## src/rtl/wpm_pkg.sv

```systemverilog
// ----------------------------------------------------------------------------
// wpm_pkg: shared types and constants for the wildcard pattern matcher
// Payload structs, register indexes, wildcard codes and the link between
// neighboring match cells.
// ----------------------------------------------------------------------------
package wpm_pkg;

   localparam int CHAR_W        = 8;   // pattern bytes and text characters
   localparam int PAT_REG_W     = 64;  // one pattern character register
   localparam int PAT_BYTES_MAX = 16;  // characters held by both registers
   localparam int LEN_REG_W     = 5;
   localparam int CSR_IDX_W     = 2;

   localparam int MAX_PATTERN_CHARS_DEF = 16;
   localparam int CHAR_BITS_DEF         = 8;

   localparam logic [CSR_IDX_W-1:0] CSR_PAT_LOW  = 2'd0;
   localparam logic [CSR_IDX_W-1:0] CSR_PAT_HIGH = 2'd1;
   localparam logic [CSR_IDX_W-1:0] CSR_PAT_LEN  = 2'd2;

   localparam logic [CHAR_W-1:0] ANY_ONE = 8'h3F;  // '?'
   localparam logic [CHAR_W-1:0] ANY_RUN = 8'h2A;  // '*'

   typedef struct packed {
      logic [CHAR_W-1:0] text_char;
      logic              char_present;
      logic              end_of_text;
   } req_payload_type;

   typedef struct packed {
      logic matched;
      logic string_done;
   } rsp_payload_type;

   // Signals handed from one cell to the next position up
   typedef struct packed {
      logic advance;   // position moves forward on this character
      logic closure;   // reached across a star from below
      logic start;     // part of the start set
   } chain_link_type;

   // Update command broadcast to every cell
   typedef struct packed {
      logic load_start;
      logic load_next;
   } cell_ctrl_type;

endpackage

```

## src/rtl/wpm_cell.sv

```systemverilog
// ----------------------------------------------------------------------------
// wpm_cell: one pattern position of the matcher chain
// Holds the active bit of its position, compares its pattern character with
// the text character and passes advance, star closure and start set upward.
// ----------------------------------------------------------------------------
module wpm_cell (
   input  logic                        clock,
   input  logic                        reset,
   input  logic                        reset_value,
   input  logic [wpm_pkg::CHAR_W-1:0]  pattern_char,
   input  logic                        in_use,
   input  logic [wpm_pkg::CHAR_W-1:0]  text_char,
   input  wpm_pkg::cell_ctrl_type      ctrl,
   input  wpm_pkg::chain_link_type     link_in,
   output wpm_pkg::chain_link_type     link_out,
   output logic                        active,
   output logic                        closed
);
   import wpm_pkg::*;

   logic act_ff;
   logic act_in;
   logic is_star;
   logic is_any;
   logic is_equal;
   logic pre_closure;

   assign is_star  = in_use && (pattern_char == ANY_RUN);
   assign is_any   = (pattern_char == ANY_ONE);
   assign is_equal = (pattern_char == text_char);

   // a star keeps its own position alive, anything else hands it forward
   assign pre_closure = (act_ff & is_star) | link_in.advance;
   assign closed      = pre_closure | link_in.closure;

   assign link_out.advance = act_ff & in_use & ~is_star & (is_any | is_equal);
   assign link_out.closure = closed & is_star;
   assign link_out.start   = link_in.start & is_star;

   assign active = act_ff;

   always_comb begin
      act_in = act_ff;
      if (ctrl.load_start) begin
         act_in = link_in.start;
      end else if (ctrl.load_next) begin
         act_in = closed;
      end
   end

   always_ff @(posedge clock) begin
      if (reset) begin
         act_ff <= reset_value;
      end else begin
         act_ff <= act_in;
      end
   end

endmodule

```

## src/rtl/wildcard_pattern_matcher.sv

```systemverilog
// ----------------------------------------------------------------------------
// wildcard_pattern_matcher: streaming wildcard pattern matcher
// Matches text characters against a configured pattern with '?' and '*'.
// ----------------------------------------------------------------------------
// Each accepted transaction yields one response in the next cycle; a new
// transaction is taken every cycle while the response register is empty or
// being drained. The per-character update is a row of position cells, one
// per pattern character plus the end position; the star closure ripples
// through the row within the cycle, so its length (MAX_PATTERN_CHARS) sets
// the clock path. Any register write restarts the string in progress, as
// does a transaction with end_of_text set once its verdict is produced. The
// cycle after a register write, req_ready is held low while the row loads
// the start set of the new pattern.
// The csr port must be written only while no transaction is in flight.
module wildcard_pattern_matcher #(
   parameter int MAX_PATTERN_CHARS = wpm_pkg::MAX_PATTERN_CHARS_DEF,
   parameter int CHAR_BITS         = wpm_pkg::CHAR_BITS_DEF
) (
   input  logic                              clock,
   input  logic                              reset,
   input  logic                              req_valid,
   output logic                              req_ready,
   input  wpm_pkg::req_payload_type          req_data,
   output logic                              rsp_valid,
   input  logic                              rsp_ready,
   output wpm_pkg::rsp_payload_type          rsp_data,
   input  logic                              csr_we,
   input  logic [wpm_pkg::CSR_IDX_W-1:0]     csr_index,
   input  logic [wpm_pkg::PAT_REG_W-1:0]     csr_wdata
);
   import wpm_pkg::*;

   localparam int LEN_W = $clog2(MAX_PATTERN_CHARS + 1);
   localparam logic [CHAR_W-1:0] CHAR_MASK =
      (CHAR_BITS >= CHAR_W) ? {CHAR_W{1'b1}} : CHAR_W'((1 << CHAR_BITS) - 1);

   logic [PAT_REG_W-1:0]        pat_low_ff;
   logic [PAT_REG_W-1:0]        pat_high_ff;
   logic [LEN_REG_W-1:0]        pat_len_ff;
   logic [2*PAT_REG_W-1:0]      pat_all;
   logic [LEN_W-1:0]            len_eff;
   logic [CHAR_W-1:0]           text_masked;

   logic                        req_accept;
   logic                        csr_hit;
   logic                        restart_ff;
   logic                        restart_in;
   cell_ctrl_type               ctrl;

   chain_link_type              link [0:MAX_PATTERN_CHARS];
   logic [MAX_PATTERN_CHARS:0]  active_vec;
   logic [MAX_PATTERN_CHARS:0]  closed_vec;

   logic                        end_act_ff;
   logic                        end_act_in;
   logic                        matched_now;

   logic                        rsp_valid_ff;
   logic                        rsp_valid_in;
   rsp_payload_type             rsp_data_ff;
   rsp_payload_type             rsp_data_in;

   // ---------------- configuration registers ----------------
   assign csr_hit = csr_we && ((csr_index == CSR_PAT_LOW) || (csr_index == CSR_PAT_HIGH) ||
                               (csr_index == CSR_PAT_LEN));

   always_ff @(posedge clock) begin
      if (reset) begin
         pat_low_ff  <= '0;
         pat_high_ff <= '0;
         pat_len_ff  <= '0;
      end else if (csr_we) begin
         case (csr_index)
            CSR_PAT_LOW:  pat_low_ff  <= csr_wdata;
            CSR_PAT_HIGH: pat_high_ff <= csr_wdata;
            CSR_PAT_LEN:  pat_len_ff  <= csr_wdata[LEN_REG_W-1:0];
            default: begin
            end
         endcase
      end
   end

   // reload the start set once the new pattern sits in the registers
   assign restart_in = csr_hit;

   always_ff @(posedge clock) begin
      if (reset) begin
         restart_ff <= 1'b0;
      end else begin
         restart_ff <= restart_in;
      end
   end

   assign pat_all = {pat_high_ff, pat_low_ff};

   // clamp an oversized length to the cell count
   always_comb begin
      if (pat_len_ff > LEN_REG_W'(MAX_PATTERN_CHARS)) begin
         len_eff = LEN_W'(MAX_PATTERN_CHARS);
      end else begin
         len_eff = pat_len_ff[LEN_W-1:0];
      end
   end

   assign text_masked = req_data.text_char & CHAR_MASK;

   // ---------------- cell row ----------------
   assign req_accept      = req_valid & req_ready;
   assign ctrl.load_start = restart_ff | (req_accept & req_data.end_of_text);
   assign ctrl.load_next  = req_accept & req_data.char_present;

   assign link[0].advance = 1'b0;
   assign link[0].closure = 1'b0;
   assign link[0].start   = 1'b1;

   for (genvar k = 0; k < MAX_PATTERN_CHARS; k++) begin : g_cell
      wpm_cell u_cell (
         .clock        (clock),
         .reset        (reset),
         .reset_value  ((k == 0) ? 1'b1 : 1'b0),
         .pattern_char (pat_all[CHAR_W*k +: CHAR_W]),
         .in_use       (len_eff > LEN_W'(k)),
         .text_char    (text_masked),
         .ctrl         (ctrl),
         .link_in      (link[k]),
         .link_out     (link[k+1]),
         .active       (active_vec[k]),
         .closed       (closed_vec[k])
      );
   end

   // end position past the last cell: reached by advance, closure or the start set
   assign active_vec[MAX_PATTERN_CHARS] = end_act_ff;
   assign closed_vec[MAX_PATTERN_CHARS] = link[MAX_PATTERN_CHARS].advance |
                                          link[MAX_PATTERN_CHARS].closure;

   always_comb begin
      end_act_in = end_act_ff;
      if (ctrl.load_start) begin
         end_act_in = link[MAX_PATTERN_CHARS].start;
      end else if (ctrl.load_next) begin
         end_act_in = closed_vec[MAX_PATTERN_CHARS];
      end
   end

   always_ff @(posedge clock) begin
      if (reset) begin
         end_act_ff <= 1'b0;
      end else begin
         end_act_ff <= end_act_in;
      end
   end

   assign matched_now = req_data.char_present ? closed_vec[len_eff] : active_vec[len_eff];

   // ---------------- response register ----------------
   assign req_ready = ~restart_ff & (~rsp_valid_ff | rsp_ready);

   always_comb begin
      rsp_valid_in = rsp_valid_ff;
      rsp_data_in  = rsp_data_ff;
      if (req_accept) begin
         rsp_valid_in            = 1'b1;
         rsp_data_in.matched     = matched_now;
         rsp_data_in.string_done = req_data.end_of_text;
      end else if (rsp_ready) begin
         rsp_valid_in = 1'b0;
      end
   end

   always_ff @(posedge clock) begin
      if (reset) begin
         rsp_valid_ff <= 1'b0;
      end else begin
         rsp_valid_ff <= rsp_valid_in;
      end
   end

   always_ff @(posedge clock) begin
      rsp_data_ff <= rsp_data_in;
   end

   assign rsp_valid = rsp_valid_ff;
   assign rsp_data  = rsp_data_ff;

endmodule
```

## config.mk

```make
export PLATFORM = sky130hd
export DESIGN_NAME = wildcard_pattern_matcher
export DESIGN_NICKNAME = d
export VERILOG_FILES = /design/src/rtl/wpm_pkg.sv /design/src/rtl/wpm_cell.sv /design/src/rtl/wildcard_pattern_matcher.sv
export SDC_FILE = /design/constraint.sdc
export NUM_CORES = 1
export LEC_CHECK = 0
export BUFFER_PORTS_ARGS = -buffer_cell sky130_fd_sc_hd__buf_2
export CAP_MARGIN = 5
export CORE_AREA = 2 2 173 175
export DETAILED_ROUTE_END_ITERATION = 16
export DIE_AREA = 0 0 175 177
export PLACE_DENSITY = 0.46
export SLEW_MARGIN = 20
export SYNTH_ARGS = -nofsm -noshare
export SYNTH_HDL_FRONTEND = slang
export SYNTH_SLANG_ARGS = --single-unit
```

## constraint.sdc

```tcl
create_clock -name clock -period 4.1 [get_ports clock]
set_input_delay 0.205 -clock clock [delete_from_list [all_inputs] [get_ports clock]]
set_output_delay 0.205 -clock clock [all_outputs]
set_load 0.005 [all_outputs]
```

Word-level counts from Yosys, hierarchy flattened
Cells that the tools add are included.
{"block": "totals", "input_bits": 81, "regBits": 154}
{"block": "classes", "n_eq_ne": 50, "magnitude_cmp": 18, "n_bitwise": 166, "n_reduce_logical": 26, "muxes": 40}
{"op": "8-bit by 6-bit equality test with 1-bit output, second input constant", "count": 32}
{"op": "8-bit equality test", "count": 16}
{"op": "1-bit AND", "count": 99}
{"op": "1-bit OR", "count": 49}
{"op": "5-bit by 4-bit > comparator with 1-bit output, second input constant", "count": 8}
{"op": "1-bit 2-to-1 mux", "count": 37}
{"op": "5-bit by 3-bit > comparator with 1-bit output, second input constant", "count": 4}
{"op": "1-bit inverter", "count": 18}
{"op": "1-bit logical AND", "count": 17}
{"op": "1-bit binary-select mux with 5-bit select", "count": 2}
{"op": "5-bit by 1-bit > comparator with 1-bit output, second input constant", "count": 2}
{"op": "5-bit by 2-bit > comparator with 1-bit output, second input constant", "count": 2}
{"op": "5-bit by 6-bit < comparator with 1-bit output, second input constant", "count": 1}
{"op": "2-bit AND reduction", "count": 3}
{"op": "5-bit > comparator, second input constant", "count": 1}
{"op": "5-bit 2-to-1 mux", "count": 1}
{"op": "2-bit nonzero test", "count": 2}
{"op": "2-bit by 1-bit equality test with 1-bit output, second input constant", "count": 1}
{"op": "2-bit equality test, second input constant", "count": 1}
{"op": "2-bit logical NOT", "count": 1}
{"op": "1-bit logical OR", "count": 2}
{"op": "2-bit OR reduction", "count": 1}

Depth between registers and ports, before layout
{"block": "logic_depth", "word_depth": 42, "ltp_mapped": 13, "ltp_nobuf": 11}

Modules after synthesis
From an unflattened synthesis, not the netlist that was laid out.
{"block": "unflattened", "hier_cells": 1138, "area_unflattened_um2": 9162.5}
{"module": "wildcard_pattern_matcher", "seq_area_each_um2": 2782.7, "cells_each": 674, "n_inst": 1, "area_each_um2": 5318.9}
{"module": "wpm_cell", "seq_area_each_um2": 30.0, "cells_each": 29, "n_inst": 16, "area_each_um2": 240.2}

Worst setup path before layout
Ideal clock, no wire load.
{"block": "synth_timing", "path_type": "register to register", "startpoint": "reg pat_low_ff[0]", "endpoint": "reg rsp_data_ff (netlist bit rsp_data[1]) (data pin)", "period_less_slack_ns": 3.092, "stages_incl_launch_ff": 12, "path_slack_ns": 1.008, "arrival_time_ns": 2.922, "required_time_ns": 3.930, "path_cell_list": "dfxtp_1 or3_4 a2111oi_4 a211oi_1 a211oi_2 o21ai_1 a311oi_2 nor2_2 o211a_1 o31a_1 o221a_1 o32ai_2"}
{"block": "synth_between", "elab_chain_cells": 40, "elab_cells_between_ends": 45}
{"element": "from (decl)", "line_no": "wildcard_pattern_matcher.sv:37", "text": "logic [PAT_REG_W-1:0] pat_low_ff;"}
{"element": "from (signal assigned)", "line_no": "wildcard_pattern_matcher.sv:74", "text": "CSR_PAT_LOW: pat_low_ff <= csr_wdata;"}
{"element": "8-bit by 6-bit equality test with 1-bit output", "line_no": "wpm_cell.sv:28", "text": "assign is_star = in_use && (pattern_char == ANY_RUN);"}
{"element": "1-bit logical AND", "line_no": "wpm_cell.sv:28"}
{"element": "1-bit inverter", "line_no": "wpm_cell.sv:36", "text": "assign link_out.advance = act_ff & in_use & ~is_star & (is_any | is_equal);"}
{"element": "1-bit AND (2 in series)", "line_no": "wpm_cell.sv:36"}
{"element": "1-bit OR", "line_no": "wpm_cell.sv:33", "text": "assign pre_closure = (act_ff & is_star) | link_in.advance;"}
{"element": "1-bit OR", "line_no": "wpm_cell.sv:34", "text": "assign closed = pre_closure | link_in.closure;"}
{"element": "1-bit AND", "line_no": "wpm_cell.sv:37", "text": "assign link_out.closure = closed & is_star;"}
{"element": "1-bit OR", "line_no": "wpm_cell.sv:34"}
{"element": "(+24 left out)"}
{"element": "1-bit AND", "line_no": "wpm_cell.sv:37"}
{"element": "1-bit OR", "line_no": "wpm_cell.sv:34"}
{"element": "1-bit AND", "line_no": "wpm_cell.sv:37"}
{"element": "1-bit OR", "line_no": "wildcard_pattern_matcher.sv:134", "text": "assign closed_vec[MAX_PATTERN_CHARS] = link[MAX_PATTERN_CHARS].advance |"}
{"element": "1-bit binary-select mux with 5-bit select *", "line_no": "wildcard_pattern_matcher.sv:154", "text": "assign matched_now = req_data.char_present ? closed_vec[len_eff] : active_vec[len_eff];"}
{"element": "1-bit 2-to-1 mux (not written as such) *", "line_no": "wildcard_pattern_matcher.sv:154"}
{"element": "1-bit 2-to-1 mux *", "line_no": "wildcard_pattern_matcher.sv:154"}
{"element": "named net matched_now", "line_no": "wildcard_pattern_matcher.sv:56", "text": "logic matched_now;"}
{"element": "to (signal assigned)", "line_no": "wildcard_pattern_matcher.sv:180", "text": "rsp_data_ff <= rsp_data_in;"}
{"element": "to (decl)", "line_no": "wildcard_pattern_matcher.sv:60", "text": "rsp_payload_type rsp_data_ff;"}
Mark *: on every way through the listed nets, which the timed path passes. The rest lies on a longest branch. The select of a mux whose other input is x is not followed.
A chain may end at the register's enable or synchronous reset.

Final worst setup path
{"block": "layout_timing", "startpoint": "reg pat_len_ff[2]", "endpoint": "reg rsp_data_ff (netlist bit rsp_data[1]) (data pin)"}
{"block": "layout_between", "elab_chain_cells": 42, "elab_cells_between_ends": 166}
{"element": "from (decl)", "line_no": "wildcard_pattern_matcher.sv:39", "text": "logic [LEN_REG_W-1:0] pat_len_ff;"}
{"element": "from (signal assigned)", "line_no": "wildcard_pattern_matcher.sv:76", "text": "CSR_PAT_LEN: pat_len_ff <= csr_wdata[LEN_REG_W-1:0];"}
{"element": "5-bit > comparator", "line_no": "wildcard_pattern_matcher.sv:98", "text": "if (pat_len_ff > LEN_REG_W'(MAX_PATTERN_CHARS)) begin"}
{"element": "5-bit 2-to-1 mux *", "line_no": "wildcard_pattern_matcher.sv:98"}
{"element": "5-bit by 1-bit > comparator with 1-bit output", "line_no": "wildcard_pattern_matcher.sv:122", "text": ".in_use (len_eff > LEN_W'(k)),"}
{"element": "1-bit logical AND", "line_no": "wpm_cell.sv:28"}
{"element": "1-bit inverter", "line_no": "wpm_cell.sv:36"}
{"element": "1-bit AND (2 in series)", "line_no": "wpm_cell.sv:36"}
{"element": "1-bit OR", "line_no": "wpm_cell.sv:33"}
{"element": "1-bit OR", "line_no": "wpm_cell.sv:34"}
{"element": "(+26 left out)"}
{"element": "1-bit AND", "line_no": "wpm_cell.sv:37"}
{"element": "1-bit OR", "line_no": "wpm_cell.sv:34"}
{"element": "1-bit AND", "line_no": "wpm_cell.sv:37"}
{"element": "1-bit OR", "line_no": "wildcard_pattern_matcher.sv:134"}
{"element": "1-bit binary-select mux with 5-bit select", "line_no": "wildcard_pattern_matcher.sv:154"}
{"element": "1-bit 2-to-1 mux (not written as such)", "line_no": "wildcard_pattern_matcher.sv:154"}
{"element": "1-bit 2-to-1 mux *", "line_no": "wildcard_pattern_matcher.sv:154"}
{"element": "named net matched_now", "line_no": "wildcard_pattern_matcher.sv:56"}
Marked as above.

==> impl_metrics.tcl <==
set metrics [dict create \
    p_int_w 0.00265 \
    synth_top_area_share_pct 35.1 \
    period_needed_ns 3.66 \
    grt_pass1_vias 7942 \
    critPathMaxStageDelay_ns 0.50 \
    met1_usage_pct 27.5 \
    avgSynthCellArea_um2 7.49 \
    via_count 8370 \
    critPathCaptureType "register" \
    fin_crit_sh_pct 89.2 \
    clock_sinks 154 \
    area_delta_synth_final_pct 17.5 \
    peakVddDrop_uv 208 \
    cts_resized 0 \
    skew_ns 0.0179 \
    critPathTopFamily "compound AO/OA/AOI/OAI gates" \
    worst_hold_path_type "primary input to register" \
    path_depth 12 \
    max_freq_ghz 0.274 \
    synth_edf_count 2 \
    synth_flop_cell "dfxtp_1" \
    multi_input_area_um2 5240 \
    yosysTopAreaCell "dfxtp_1" \
    clock_path_buffers 2 \
    synth_top_family_by_area "simple AND/OR/NAND/NOR gates" \
    leakage_nw 3.45 \
    synth_compound_area_share_pct 18.2 \
    numCtsBuffers 17 \
    switchingPower_w 0.00105 \
    crit_buf_inv 1 \
    synth_area_leaders "dfxtp_1, nand2_1, xnor2_1" \
    path_cells "buf_4, or3_1, and4_1, a211oi_1, nor2_1, a211oi_2, a311oi_2, nor2_2, o211a_1, o31a_1, o221a_1, o32ai_2" \
    switching_share_pct 28.4 \
    crit_slowest_cell "or3_1" \
    drv_slew 0 \
    yosysMostFrequentCell "nand2_1" \
    rrSetupSlack_ns 0.44 \
    synth-seq-cells 154 \
    tritoncts "yes" \
    ios 85 \
    syn_inst 1158 \
    p_per_area_nw_per_um2 364 \
    gr-usage-all-layers_pct 19.4 \
    via_per_inst 5.16 \
    wl_per_cell_um 18.3 \
    yosysUniqueCellTypes 68 \
    syn_area_um2 8670 \
    grt_max_degree 78 \
    die_area_um2 31000 \
    synth-xor-area-share_pct 12.9 \
    clk_pin_slew_ns 0.07 \
    gp_congestion 0.919 \
    muxShareOfSynthArea_pct 2.01 \
    ys_seq_area_share_pct 35.8 \
    post_cts_buffers 0 \
    worst_r2r_endpoint "rsp_data[1]$_DFFE_PP_" \
    grt_busiest_layer "met2" \
    layout.cells.non_filler 1622 \
    syn_nets 1239 \
    r2r_cells 12 \
    die_w_um 175 \
    rsz0062_at_grt "no" \
    tightest_slew_ns 0.942 \
    core_um2 29200 \
    worst_skew_pair.late_latency_ns 0.44 \
    synthSimpleGateAreaFrac_pct 27.2 \
    drtAntennaViolNets 0 \
    setup_viol 0 \
    p_clk_share_pct 44.7 \
    maxSlewHeadroom_pct 37.0 \
    start_util_pct 29.6 \
    cp-endpoint "rsp_data[1]$_DFFE_PP_" \
    grt_pass1_wl_um 46700 \
    status "complete, no violations" \
    die_h_um 177 \
    drt-total-wl_um 29800 \
    antenna_found_initial 0 \
    p_seq_share_pct 43.5 \
    synth_fa_ha_area_share_pct 0 \
    place_inst 1588 \
    crit_type "register to register" \
    reg2reg_from "pat_len_ff[2]$_SDFFE_PP0P_" \
    antenna_cells 0 \
    portBuffers 84 \
    combPwrFrac_pct 11.7 \
    htreeDepth 4 \
    yosysWarnings 0 \
    crit_arrival_ns 3.82 \
    rows 63 \
    async_flop_share_pct 0 \
    synthTopCellsByCount "nand2_1, a21oi_1, dfxtp_1, xnor2_1, nor2_1" \
    drive_above_1_share_pct 14.8 \
    root_buffer "clkbuf_16" \
    firstDrtPassIters 5 \
    nNetsFinal 1300 \
    tns_ns 0 \
    use_met3_pct 3.14 \
    max_cap_viol_count 0 \
    use_met2_pct 29.9 \
    startpoint_type "register" \
    path_max_fanout 14 \
    drc 0 \
    drtIter0Drc 714 \
    dp_hpwl_um 21400 \
    grt-ovfl-total 0 \
    crit_start "pat_len_ff[2]$_SDFFE_PP0P_" \
    hold_violations 0 \
    nFillCells 3155 \
    hold_slack_ns 0.0117 \
    worst-endpoint-required_ns 4.27 \
    register_area_um2 3100 \
]
-- worst min-delay path by stage --
stage | startpoint | endpoint | cells past startpoint
global route | csr_wdata[46] | pat_high_ff[46]$_SDFFE_PP0P_ | 3
floorplan | csr_index[1] | restart_ff$_SDFF_PP0_ | 1
finish | csr_wdata[37] | pat_high_ff[37]$_SDFFE_PP0P_ | 3
CTS | csr_wdata[13] | pat_high_ff[13]$_SDFFE_PP0P_ | 3
global placement | req_data[0] | rsp_data[0]$_DFFE_PP_ | 1
detailed placement | req_data[0] | rsp_data[0]$_DFFE_PP_ | 1
-- metal layers --
| metal | share of wire (%) | wire, µm |
|---|---|---|
| met2 | 43 | 12900 |
| met5 | 0 | 0 |
| met3 | 4.6 | 1360 |
| met1 | 49 | 14700 |
| met4 | 2.6 | 781 |
-- registers in the layout, indices dropped and copies added (netlist names) --
| name | count |
|---|---|
| g_cell.u_cell.active | 16 |
| end_act_ff | 1 |
| pat_high_ff | 64 |
| rsp_data | 2 |
| pat_low_ff | 64 |
| restart_ff | 1 |
| rsp_valid | 1 |
| pat_len_ff | 5 |
-- logic make-up (layout without fill, tap and decap cells) --
group | Yosys count | after routing
DFF | 154 | 154
xor gates and xnor gates | 128 | 128
muxes | 11 | 11
buffers and inverters | 87 | 161
AOI/OAI and AO/OA | 261 | 261
and+or+nand+nor | 517 | 517
-- layout by cell type (no fill, tap or decap), drive strengths merged, types with 6 or more instances in the layout --
cell type,count
nand2,292
a21oi,158
dfxtp,152
buf,117
xnor2,96
nor2,68
nand4,35
xor2,32
nor3,26
o21ai,26
nand3,22
clkbuf,17
inv,17
nor4,14
or3,12
a211oi,12
and3,10
nand2b,8
o22ai,8
o211ai,8
a31oi,6
clkinv,6
-- repair_timing --
action | CTS | global route
hold buffers | 2 | 0
endpoints found under the hold margin | 2 | 0
setup endpoints to repair | 0 | 0
-- area by class of cell --
type / count / share of cell area [%]
multi-input cells: 917 / 51.5
inverters: 10 / 0.369
flip-flops and latches: 154 / 30.5
clock inverters: 15 / 1.81
clock buffers: 17 / 4.18
well taps: 390 / 4.79
repair buffers: 119 / 6.91
-- power by group through the flow --
| stage | logic, W | registers (W) | clock network [W] |
|---|---|---|---|
| 5_1_grt | 0.000482 | 0.00162 | 0.00176 |
| 6_report | 0.000435 | 0.00161 | 0.00166 |
| 3_3_place_gp | 0.000433 | 0.00165 | 0 |
| 4_1_cts | 0.000438 | 0.00161 | 0.00170 |
| 3_5_place_dp | 0.000435 | 0.00165 | 0 |
| 2_1_floorplan | 0.000286 | 0.00162 | 0 |
-- worst register-to-register path, delay by kind of cell (launching register included) --
kind	cells	cell delay (ns)
flops	1	0.35
simple gates	4	1.13
buf+inv	1	0.20
compound gates	7	1.72
-- metrics by stage --
stage / utilization [%] / setup WS [ns] / power, W / area, µm²
global route: 34.8 / 0.220 / 0.00386 / 10200
CTS: 34.8 / 0.516 / 0.00375 / 10200
finish: 34.8 / 0.445 / 0.00371 / 10200
detailed placement: 32.7 / 0.534 / 0.00208 / 9550
floorplan: - / 1.01 / 0.00191 / 8670
global placement: 32.6 / 0.637 / 0.00208 / 9550
No activity file was read; power rests on OpenSTA's default activity.
